## src/design/gpco_pkg.sv

```systemverilog
// shared constants and register codes for the grid path counter
// no dependencies; used by the interfaces, the top level and the checker
package gpco_pkg;

    // parameter defaults
    localparam int MAX_COLS_DEF    = 128;
    localparam int COUNT_WIDTH_DEF = 32;

    // fixed field widths
    localparam int PATH_W = 32;
    localparam int COLS_W = 8;
    localparam int ROWS_W = 16;

    // configuration port
    localparam int APB_ADDR_W = 3;
    localparam int APB_DATA_W = 32;

    // register index, taken from paddr[2]
    localparam logic REG_GRID_COLS = 1'b0;
    localparam logic REG_GRID_ROWS = 1'b1;

    localparam logic [COLS_W-1:0] GRID_COLS_RST = COLS_W'(1);
    localparam logic [ROWS_W-1:0] GRID_ROWS_RST = ROWS_W'(1);

endpackage

```

## src/design/gpco_if.sv

```systemverilog
// valid/ready channels of the grid path counter: cell beats in, result beats out
// depends on gpco_pkg for the count width
interface gpco_cell_if;
    logic valid;
    logic ready;
    logic cell_blocked;

    modport source (output valid, output cell_blocked, input ready);
    modport sink (input valid, input cell_blocked, output ready);
endinterface

interface gpco_result_if;
    logic                        valid;
    logic                        ready;
    logic [gpco_pkg::PATH_W-1:0] path_count;
    logic                        count_saturated;
    logic                        grid_done;

    modport source (output valid, output path_count, output count_saturated,
                    output grid_done, input ready);
    modport sink (input valid, input path_count, input count_saturated,
                  input grid_done, output ready);
endinterface

```

## src/design/grid_path_count_obstacles.sv

```systemverilog
// Grid path counter with obstacles. Cells stream in row-major order, one beat per cell, and
// every cell gives one result beat with its saturated count of right/down paths from the
// top-left cell; the bottom-right cell carries grid_done. The block takes one cell per clock
// when the result side keeps up; an accepted cell enters stage 1, and its result moves to
// the output register when stage 1 advances. The rate is set by the row store, a memory
// with one read and one write port: each cell reads its column in the accept cycle and
// writes it back when stage 1 advances, with forwarding when the next cell reads the
// column just written (one-column grids). Writing grid_cols or grid_rows restarts the grid
// at the top-left cell; write them only while no result is outstanding.
// depends on gpco_pkg and the channel interfaces in gpco_if.sv
module grid_path_count_obstacles #(
    parameter int MAX_COLS    = gpco_pkg::MAX_COLS_DEF,
    parameter int COUNT_WIDTH = gpco_pkg::COUNT_WIDTH_DEF
) (
    input  logic                            clk,
    input  logic                            rst_n,
    gpco_cell_if.sink                       cells,
    gpco_result_if.source                   results,
    input  logic                            psel,
    input  logic                            penable,
    input  logic                            pwrite,
    input  logic [gpco_pkg::APB_ADDR_W-1:0] paddr,
    input  logic [gpco_pkg::APB_DATA_W-1:0] pwdata,
    output logic [gpco_pkg::APB_DATA_W-1:0] prdata,
    output logic                            pready
);

    localparam int AW    = (MAX_COLS > 1) ? $clog2(MAX_COLS) : 1;
    localparam int CMP_W = (AW + 1 > gpco_pkg::COLS_W) ? AW + 1 : gpco_pkg::COLS_W;
    localparam int RW    = gpco_pkg::ROWS_W;
    localparam logic [CMP_W-1:0] MAX_COLS_C = CMP_W'(MAX_COLS);
    localparam logic [CMP_W-1:0] ONE_C      = CMP_W'(1);

    typedef struct packed {
        logic [AW-1:0] col;
        logic          first_row;
        logic          col0;
        logic          blocked;
        logic          grid_end;
        logic          fwd;
    } s1_t;

    // configuration registers
    logic [gpco_pkg::COLS_W-1:0] grid_cols_reg, grid_cols_next;
    logic [RW-1:0]               grid_rows_reg, grid_rows_next;
    logic                        cfg_wr;

    // position counters
    logic [AW-1:0] col_idx_reg, col_idx_next;
    logic [RW-1:0] row_idx_reg, row_idx_next;

    // stage 1 and output register
    logic                   s1_valid_reg, s1_valid_next;
    s1_t                    s1_reg, s1_next;
    logic [COUNT_WIDTH-1:0] left_reg, left_next;
    logic [COUNT_WIDTH-1:0] fwd_data_reg, fwd_data_next;
    logic                   out_valid_reg, out_valid_next;
    logic [COUNT_WIDTH-1:0] out_count_reg, out_count_next;
    logic                   out_sat_reg, out_sat_next;
    logic                   out_done_reg, out_done_next;

    // row store
    logic [COUNT_WIDTH-1:0] row_mem [MAX_COLS];
    logic [COUNT_WIDTH-1:0] rd_data_reg;

    logic                   accept;
    logic                   s1_adv;
    logic [CMP_W-1:0]       eff_cols;
    logic [RW-1:0]          eff_rows;
    logic                   row_end;
    logic                   grid_end;
    logic [COUNT_WIDTH-1:0] above;
    logic [COUNT_WIDTH-1:0] left_val;
    logic [COUNT_WIDTH:0]   sum;
    logic [COUNT_WIDTH-1:0] count;

    // apb access
    assign pready = 1'b1;
    assign cfg_wr = psel && penable && pwrite && pready;

    always_comb
    begin
        case (paddr[2])
            gpco_pkg::REG_GRID_COLS: prdata = gpco_pkg::APB_DATA_W'(grid_cols_reg);
            gpco_pkg::REG_GRID_ROWS: prdata = gpco_pkg::APB_DATA_W'(grid_rows_reg);
            default:                 prdata = '0;
        endcase
    end

    always_comb
    begin
        grid_cols_next = grid_cols_reg;
        grid_rows_next = grid_rows_reg;
        if (cfg_wr)
        begin
            case (paddr[2])
                gpco_pkg::REG_GRID_COLS: grid_cols_next = pwdata[gpco_pkg::COLS_W-1:0];
                gpco_pkg::REG_GRID_ROWS: grid_rows_next = pwdata[RW-1:0];
                default:                 grid_cols_next = grid_cols_reg;
            endcase
        end
    end

    // effective grid size
    always_comb
    begin
        if (grid_cols_reg == '0)
            eff_cols = ONE_C;
        else if (CMP_W'(grid_cols_reg) > MAX_COLS_C)
            eff_cols = MAX_COLS_C;
        else
            eff_cols = CMP_W'(grid_cols_reg);
        eff_rows = (grid_rows_reg == '0) ? RW'(1) : grid_rows_reg;
    end

    // handshake
    assign s1_adv       = s1_valid_reg && (!out_valid_reg || results.ready);
    assign cells.ready  = !s1_valid_reg || s1_adv;
    assign accept       = cells.valid && cells.ready;

    assign row_end  = (CMP_W'(col_idx_reg) + ONE_C) >= eff_cols;
    assign grid_end = row_end && (({1'b0, row_idx_reg} + (RW + 1)'(1)) >= {1'b0, eff_rows});

    // position counters, restarted by any config write
    always_comb
    begin
        col_idx_next = col_idx_reg;
        row_idx_next = row_idx_reg;
        if (cfg_wr)
        begin
            col_idx_next = '0;
            row_idx_next = '0;
        end
        else if (accept)
        begin
            if (grid_end)
            begin
                col_idx_next = '0;
                row_idx_next = '0;
            end
            else if (row_end)
            begin
                col_idx_next = '0;
                row_idx_next = row_idx_reg + RW'(1);
            end
            else
            begin
                col_idx_next = col_idx_reg + AW'(1);
            end
        end
    end

    // stage 1 capture; forward when the column is written in the read cycle
    always_comb
    begin
        s1_valid_next = s1_valid_reg;
        s1_next       = s1_reg;
        if (accept)
        begin
            s1_valid_next     = 1'b1;
            s1_next.col       = col_idx_reg;
            s1_next.first_row = (row_idx_reg == '0);
            s1_next.col0      = (col_idx_reg == '0);
            s1_next.blocked   = cells.cell_blocked;
            s1_next.grid_end  = grid_end;
            s1_next.fwd       = s1_adv && (s1_reg.col == col_idx_reg);
        end
        else if (s1_adv)
        begin
            s1_valid_next = 1'b0;
        end
    end

    // count of the stage 1 cell
    always_comb
    begin
        if (s1_reg.first_row)
            above = s1_reg.col0 ? COUNT_WIDTH'(1) : '0;
        else if (s1_reg.fwd)
            above = fwd_data_reg;
        else
            above = rd_data_reg;
        left_val = s1_reg.col0 ? '0 : left_reg;
        sum      = {1'b0, above} + {1'b0, left_val};
        if (s1_reg.blocked)
            count = '0;
        else if (sum[COUNT_WIDTH])
            count = '1;
        else
            count = sum[COUNT_WIDTH-1:0];
    end

    always_comb
    begin
        left_next     = s1_adv ? count : left_reg;
        fwd_data_next = s1_adv ? count : fwd_data_reg;
    end

    // output register
    always_comb
    begin
        out_valid_next = out_valid_reg;
        out_count_next = out_count_reg;
        out_sat_next   = out_sat_reg;
        out_done_next  = out_done_reg;
        if (s1_adv)
        begin
            out_valid_next = 1'b1;
            out_count_next = count;
            out_sat_next   = (count == '1);
            out_done_next  = s1_reg.grid_end;
        end
        else if (results.ready)
        begin
            out_valid_next = 1'b0;
        end
    end

    assign results.valid           = out_valid_reg;
    assign results.path_count      = gpco_pkg::PATH_W'(out_count_reg);
    assign results.count_saturated = out_sat_reg;
    assign results.grid_done       = out_done_reg;

    // control registers
    always_ff @(posedge clk or negedge rst_n)
    begin
        if (!rst_n)
        begin
            grid_cols_reg <= gpco_pkg::GRID_COLS_RST;
            grid_rows_reg <= gpco_pkg::GRID_ROWS_RST;
            col_idx_reg   <= '0;
            row_idx_reg   <= '0;
            s1_valid_reg  <= 1'b0;
            out_valid_reg <= 1'b0;
            left_reg      <= '0;
        end
        else
        begin
            grid_cols_reg <= grid_cols_next;
            grid_rows_reg <= grid_rows_next;
            col_idx_reg   <= col_idx_next;
            row_idx_reg   <= row_idx_next;
            s1_valid_reg  <= s1_valid_next;
            out_valid_reg <= out_valid_next;
            left_reg      <= left_next;
        end
    end

    // payload registers
    always_ff @(posedge clk)
    begin
        s1_reg        <= s1_next;
        fwd_data_reg  <= fwd_data_next;
        out_count_reg <= out_count_next;
        out_sat_reg   <= out_sat_next;
        out_done_reg  <= out_done_next;
    end

    // row store: write back from stage 1, read at accept
    always_ff @(posedge clk)
    begin
        if (s1_adv)
            row_mem[s1_reg.col] <= count;
        if (accept)
            rd_data_reg <= row_mem[col_idx_reg];
    end

endmodule

```

## src/flat_wrapper.sv

```systemverilog
// flat-port wrapper written by rule: the top's interface ports become plain ports
module grid_path_count_obstacles_flat 
#(
    parameter int MAX_COLS    = gpco_pkg::MAX_COLS_DEF,
    parameter int COUNT_WIDTH = gpco_pkg::COUNT_WIDTH_DEF
)
  (clk, rst_n, psel, penable, pwrite, paddr, pwdata, prdata, pready, cells_valid, cells_cell_blocked, cells_ready, results_valid, results_path_count, results_count_saturated, results_grid_done, results_ready);
  gpco_cell_if cells_i ();
  gpco_result_if results_i ();
  input  logic clk;
  input  logic rst_n;
  input  logic psel;
  input  logic penable;
  input  logic pwrite;
  input  logic [gpco_pkg::APB_ADDR_W-1:0] paddr;
  input  logic [gpco_pkg::APB_DATA_W-1:0] pwdata;
  output logic [gpco_pkg::APB_DATA_W-1:0] prdata;
  output logic pready;
  input wire logic [$bits(cells_i.valid)-1:0] cells_valid;
  input wire logic [$bits(cells_i.cell_blocked)-1:0] cells_cell_blocked;
  output wire logic [$bits(cells_i.ready)-1:0] cells_ready;
  output wire logic [$bits(results_i.valid)-1:0] results_valid;
  output wire logic [$bits(results_i.path_count)-1:0] results_path_count;
  output wire logic [$bits(results_i.count_saturated)-1:0] results_count_saturated;
  output wire logic [$bits(results_i.grid_done)-1:0] results_grid_done;
  input wire logic [$bits(results_i.ready)-1:0] results_ready;
  assign cells_i.valid = cells_valid;
  assign cells_i.cell_blocked = cells_cell_blocked;
  assign cells_ready = cells_i.ready;
  assign results_valid = results_i.valid;
  assign results_path_count = results_i.path_count;
  assign results_count_saturated = results_i.count_saturated;
  assign results_grid_done = results_i.grid_done;
  assign results_i.ready = results_ready;
  grid_path_count_obstacles #(.MAX_COLS(MAX_COLS), .COUNT_WIDTH(COUNT_WIDTH)) u_core (.clk(clk), .rst_n(rst_n), .cells(cells_i), .results(results_i), .psel(psel), .penable(penable), .pwrite(pwrite), .paddr(paddr), .pwdata(pwdata), .prdata(prdata), .pready(pready));
endmodule
```

## config.mk

```make
export PLATFORM = sky130hd
export DESIGN_NAME = grid_path_count_obstacles_flat
export DESIGN_NICKNAME = d
export VERILOG_FILES = /design/src/design/gpco_pkg.sv /design/src/design/gpco_if.sv /design/src/design/grid_path_count_obstacles.sv /design/src/flat_wrapper.sv
export SDC_FILE = /design/constraint.sdc
export NUM_CORES = 2
export LEC_CHECK = 0
export BUFFER_PORTS_ARGS = -buffer_cell sky130_fd_sc_hd__buf_2
export CAP_MARGIN = 20
export CORE_UTILIZATION = 60
export DETAILED_ROUTE_END_ITERATION = 6
export PLACE_DENSITY = 0.8
export SKIP_LAST_GASP = 1
export SYNTH_ARGS = -nofsm -noshare
export SYNTH_HDL_FRONTEND = slang
export SYNTH_SLANG_ARGS = --single-unit
```

## constraint.sdc

```tcl
create_clock -name clk -period 21.1 [get_ports clk]
set_input_delay 4.22 -clock clk [delete_from_list [all_inputs] [get_ports clk]]
set_output_delay 4.22 -clock clk [all_outputs]
set_load 0.03 [all_outputs]
```

Word level (Yosys, flattened, before mapping)

Memory sizes are Yosys's and may differ from the RTL's. A register that Yosys moved wholly into a read port is not among the register bits.
Cells that the tools add are included.

Equal/unequal tests: 2
$lt $le $gt $ge: 3
$add $sub $neg: 5
Muxes and demuxes: 24
Reductions and logical operators: 21
Bitwise gates (word level): 1

Operators with widths:

| cell                                           | number |
|---|---|
| two-way mux 32 bit                             | 5 |
| two-way mux 16 bit                             | 5 |
| case mux 32 bit (2 select lines)               | 1 |
| adder 32 x 32 -> 33 bit                        | 1 |
| == test 32 bit (second input constant)         | 1 |
| zero test 16 bit                               | 2 |
| two-way mux 7 bit                              | 4 |
| adder 16 x 1 -> 17 bit (second input constant) | 1 |
| greater-or-equal comparator 17 x 16 -> 1 bit   | 1 |
| adder 16 x 1 -> 16 bit (second input constant) | 1 |
| two-way mux 8 bit                              | 2 |
| adder 7 x 1 -> 8 bit (second input constant)   | 1 |
| greater-or-equal comparator 8 bit              | 1 |
| > comparator 8 bit (second input constant)     | 1 |
| zero test 8 bit                                | 1 |
| adder 7 x 1 -> 7 bit (second input constant)   | 1 |
| == test 7 bit                                  | 1 |
| zero test 7 bit                                | 1 |
| two-way mux 1 bit                              | 7 |
| logical AND 1 bit                              | 6 |
| AND reduction 2 bit                            | 3 |
| nonzero test 2 bit                             | 3 |
| nonzero test 3 bit                             | 1 |
| zero test 1 bit                                | 2 |
| other kinds (2)                                | 3 |

Bits of input ports: 43
Logic and storage cells: 73
Memories: 1
Register bits: 127
Bits in writable memories: 4096

Memories:

| memory         | words | width | read ports | clocked after Yosys merged registers in | wr ports | RTL line                        | RTL |
|---|---|---|---|---|---|---|---|
| u_core.row_mem | 128   | 32    | 1          | 1                                       | 1        | grid_path_count_obstacles.sv:63 | `logic [COUNT_WIDTH-1:0] row_mem [MAX_COLS];` |

Logic depth before layout (Yosys ltp)

Depth in word-level cells: 8
Depth in mapped cells: 19
Depth with buffers taken out: 17

Worst setup path before layout

OpenSTA, ideal clock, no wires.

Kind: input port to output port
Start point: input paddr[2] (netlist bit)
End point: output prdata[7] (netlist bit)
Path slack: 11.567 ns
Buffers on the path: 2
Stages on the path: 3
Arrival: 5.313 ns
Cells stage by stage: clkbuf_1 -> clkbuf_1 -> o21ai_0

Longest elaborated chain between the ends: 2

RTL lines:

| what                                 | RTL line                        | RTL |
|---|---|---|
| start: declaration                   | flat_wrapper.sv:15              | `input logic [gpco_pkg::APB_ADDR_W-1:0] paddr;` |
| NOT 1 bit                            | grid_path_count_obstacles.sv:83 | `case (paddr[2])` |
| case mux 32 bit (2 select lines) (*) | grid_path_count_obstacles.sv:83 |  |
| end: declaration                     | flat_wrapper.sv:17              | `output logic [gpco_pkg::APB_DATA_W-1:0] prdata;` |

Every way passes the cells marked *; elsewhere a longest branch is shown, timed or not. The select of a mux whose other input is x is not followed.

Worst setup path in the final report

Start point: input paddr[2] (netlist bit)
End point: output prdata[5] (netlist bit)

The elaborated chain is that of the path after synthesis.

==> run_results.csv <==
group,metric,value,unit
cts,cts.htree.levels,5,
hold_path,hold_end,"u_core.results.grid_done",
logic_synthesis,synth_cells,7783,
die,core-area,276300,sq um
outcome,status,"finished, violations left",
logic_synthesis,mappedNetlistArea,166600,sq um
finish,layout.cells.non_filler,12160,
setup_path,reg2reg_from,"u_core.col_idx_reg[1]",
placed_design,placedCellCount,11400,
die,fp-row-count,193,
drt,vias_per_cell,7.403,
hold_path,min_path_cells,0,
outcome,violations,"design-rule violations",
die,dieWidth,529.0,microns
cts,clockBufferDepth,4,
die,dieArea,279800,sq um
setup_path,cp_max_fo,19,
timing,fmax,108.0,MHz
placed_design,place_congestion,0.9092,
grt,grt_usage,33.92,%
grt,grt_max_degree,113,
finish,syn_to_final_growth,11.70,%
setup_path,reg2regPathDepth,10,
drt,ant_nets,0,
logic_synthesis,synth_ff_type,"edfxtp_1",
power_and_ir_drop,ir_worst_vdd,136.9,uV
placed_design,port_buffers,76,
cts,cts_tree,"built",
timing,worst_hold_slack,0.4191,ns
timing,slew_violations,0,
logic_synthesis,synth_warnings,0,
timing,setup-tns-final,0,ns
cts,cts_hold_buf,0,
hold_path,worstHoldPathType,"flop to flop",
timing,clock_skew,0.07052,ns
grt,grt-ovfl-total,0,
grt,grt_first_pass_wirelength,659800,microns
die,start_util,60.32,%
grt,grt_pass1_vias,89660,
setup_path,critPathLaunchType,"input port",
logic_synthesis,yosysUniqueCellTypes,71,
logic_synthesis,synth_area_leader_cell,"edfxtp_1",
cts,clkLatencyLatePin,0.93,ns
drt,drt-total-wl,475700,microns
finish,max_flop_register,"u_core.row_mem",
timing,post-route-min-period,9.263,ns
cts,cts_buffers,404,
logic_synthesis,synth_top_cell_area_share,75.22,%
logic_synthesis,synth-edff-count,4174,
timing,period_share,43.90,%
die,io_pins,112,
finish,final_cell_area,186100,sq um
cts,clock-sinks,4255,
cts,root_buffer,"clkbuf_16",
timing,finalHoldViolCount,0,
finish,drive_above_1_share,26.17,%
power_and_ir_drop,powerDensity,129.7,nW/um^2
drt,avgRoutedWirePerCell,39.11,microns
die,die_h,529.0,microns
placed_design,dpl_cell_area,172800,sq um
drt,remaining_drc_errors,2,
finish,nets,8208,
timing,rsz0062_at_grt,"false",
logic_synthesis,synth.avg_cell_area,21.41,sq um
cts,cts.clk_slew.worst_paths,0.06,ns
setup_path,r2r_slack,13.91,ns
placed_design,dp_hpwl,241300,microns
timing,tightestPinTransition,1.281,ns
timing,slew_headroom,14.61,%
setup_path,r2r_end,"u_core.rd_data_reg[13]",
logic_synthesis,synthTopCellsByArea,"edfxtp_1 75%, mux4_2 14%, mux2i_1 2.2%, dfrtp_1 1.2%, o221ai_1 0.81%",
power_and_ir_drop,p_leak,0.05867,uW
setup_path,worstSetupPathType,"input port to output pin",
logic_synthesis,ys_seq_area_share,76.44,%
logic_synthesis,ys_async_sr_fraction,1.904,%
setup_path,crit_arrival,5.04,ns
setup_path,cp-end-kind,"output pin",
timing,finalSetupViolations,0,
finish,largest_reg_flops,4096,
drt,dr.first_iter.drc_count,15320,
setup_path,required,16.88,ns
cts,cts_resized,0,
grt,antenna_found_initial,39,
logic_synthesis,ys_seq_elements,4255,
drt,via_count,90050,
cts,postCtsSetupRepairBufs,0,
hold_path,hp-start,"u_core.s1_reg[1]",
drt,first_pass_iters,7,
flow_run,drv_cap,0,
==> synth_stat cells, drive strengths merged (4+ instances only) <==
| master | number |
|---|---|
| edfxtp | 4174 |
| mux4 | 1006 |
| mux2i | 374 |
| nor2 | 280 |
| buf | 260 |
| clkbuf | 210 |
| o21ai | 181 |
| a21oi | 175 |
| nand2 | 167 |
| o221ai | 154 |
| o22ai | 124 |
| dfrtp | 79 |
| a211oi | 68 |
| mux2 | 62 |
| ha | 60 |
| nor2b | 43 |
| nand3 | 36 |
| inv | 34 |
| xnor2 | 30 |
| xor2 | 27 |
| a21o | 24 |
| nor3 | 21 |
| nand4 | 20 |
| nor4 | 17 |
| nand2b | 14 |
| o31ai | 12 |
| a22o | 11 |
| and2 | 11 |
| o211ai | 11 |
| or2 | 11 |
| a31oi | 9 |
| a211o | 7 |
| a2111oi | 6 |
| nand3b | 6 |
| o21a | 6 |
| and4 | 5 |
| and3 | 4 |
| o32ai | 4 |
==> worst max path at each step <==
| stage | endpoint | start | slack [ns] |
|---|---|---|---|
| floorplan | prdata[7] | paddr[2] | 11.57 |
| global placement | prdata[5] | paddr[2] | 11.85 |
| detailed placement | prdata[4] | paddr[2] | 11.83 |
| CTS | prdata[4] | paddr[2] | 11.83 |
| global route | prdata[2] | paddr[2] | 11.80 |
| finish | prdata[5] | paddr[2] | 11.84 |
==> routing by layer <==
layer / vias up / part of all wire [%] / global-route usage [%]
met4: 30 / 6.8 / 19.79
met3: 1986 / 15 / 10.25
met5: - / 0.076 / 0
met1: 45680 / 32 / 42.31
li1: 33370 / - / -
met2: 8987 / 47 / 53.07
==> where the power goes <==
part	switching [uW]	internal, uW
Combinational	4020	2190
Sequential	158	10400
Clock	3210	4130
Total	7380	16800
==> cell families (layout without fill, tap and decap cells) <==
family / Yosys count / count (layout) / synth area share [%]
muxes: 1442 / 1442 / 16.26
xor gates and xnor gates: 57 / 57 / 0.2996
AOI/OAI and AO/OA: 816 / 816 / 3.201
buffers and inverters: 505 / 1145 / 1.602
adders and majority gates: 61 / 61 / 0.4625
other: 2 / 38 / 0.004507
DFF: 4255 / 4255 / 76.44
and+or+nand+nor: 645 / 645 / 1.731
==> cell type report <==
type	instances	area, sq um
sequential	4255	127400
fill	15850	90120
multi-input combinational	3038	37940
clock buffer	489	10620
tap	3705	4636
timing repair buffer	370	2825
clock inverter	251	2525
inverter	35	138.9
antenna	21	52.55
==> layout by cell type (no fill, tap or decap), types with 11 or more instances in the layout <==
| cell type | n |
|---|---|
| edfxtp_1 | 4174 |
| mux4_2 | 1006 |
| clkbuf_16 | 411 |
| mux2i_1 | 374 |
| buf_4 | 274 |
| o21ai_0 | 178 |
| nand2_1 | 165 |
| a21oi_1 | 164 |
| o221ai_1 | 154 |
| nor2_4 | 147 |
| nor2_1 | 132 |
| o22ai_1 | 124 |
| clkinv_1 | 94 |
| buf_2 | 75 |
| clkbuf_1 | 74 |
| dfrtp_1 | 72 |
| a211oi_1 | 68 |
| clkinv_2 | 68 |
| mux2_2 | 62 |
| ha_1 | 60 |
| bufinv_16 | 44 |
| nor2b_1 | 41 |
| nand3_1 | 34 |
| inv_1 | 31 |
| xnor2_1 | 30 |
| xor2_1 | 27 |
| a21o_1 | 24 |
| diode_2 | 21 |
| nor3_1 | 21 |
| nand4_1 | 20 |
| clkinvlp_4 | 20 |
| conb_1 | 17 |
| nor4_1 | 15 |
| buf_12 | 14 |
| nand2b_1 | 12 |
| o31ai_1 | 12 |
| or2_2 | 11 |
| and2_1 | 11 |
| o211ai_1 | 11 |
| a22o_1 | 11 |
==> critical path, cell delays in order <==
cell and delay, ns:
buf_2 0.27, mux2_2 0.38, buf_2 0.18
==> metrics by stage <==
step	worst slack (ns)	total power (uW)	utilization, %
after floorplan	11.57	14750	-
after global routing	11.80	24600	67.36
after detailed placement	11.83	16650	62.55
after CTS	11.83	23960	67.31
final	11.84	24140	67.38
after global placement	11.85	16430	62.55
No activity file was read; power rests on OpenSTA's default activity.
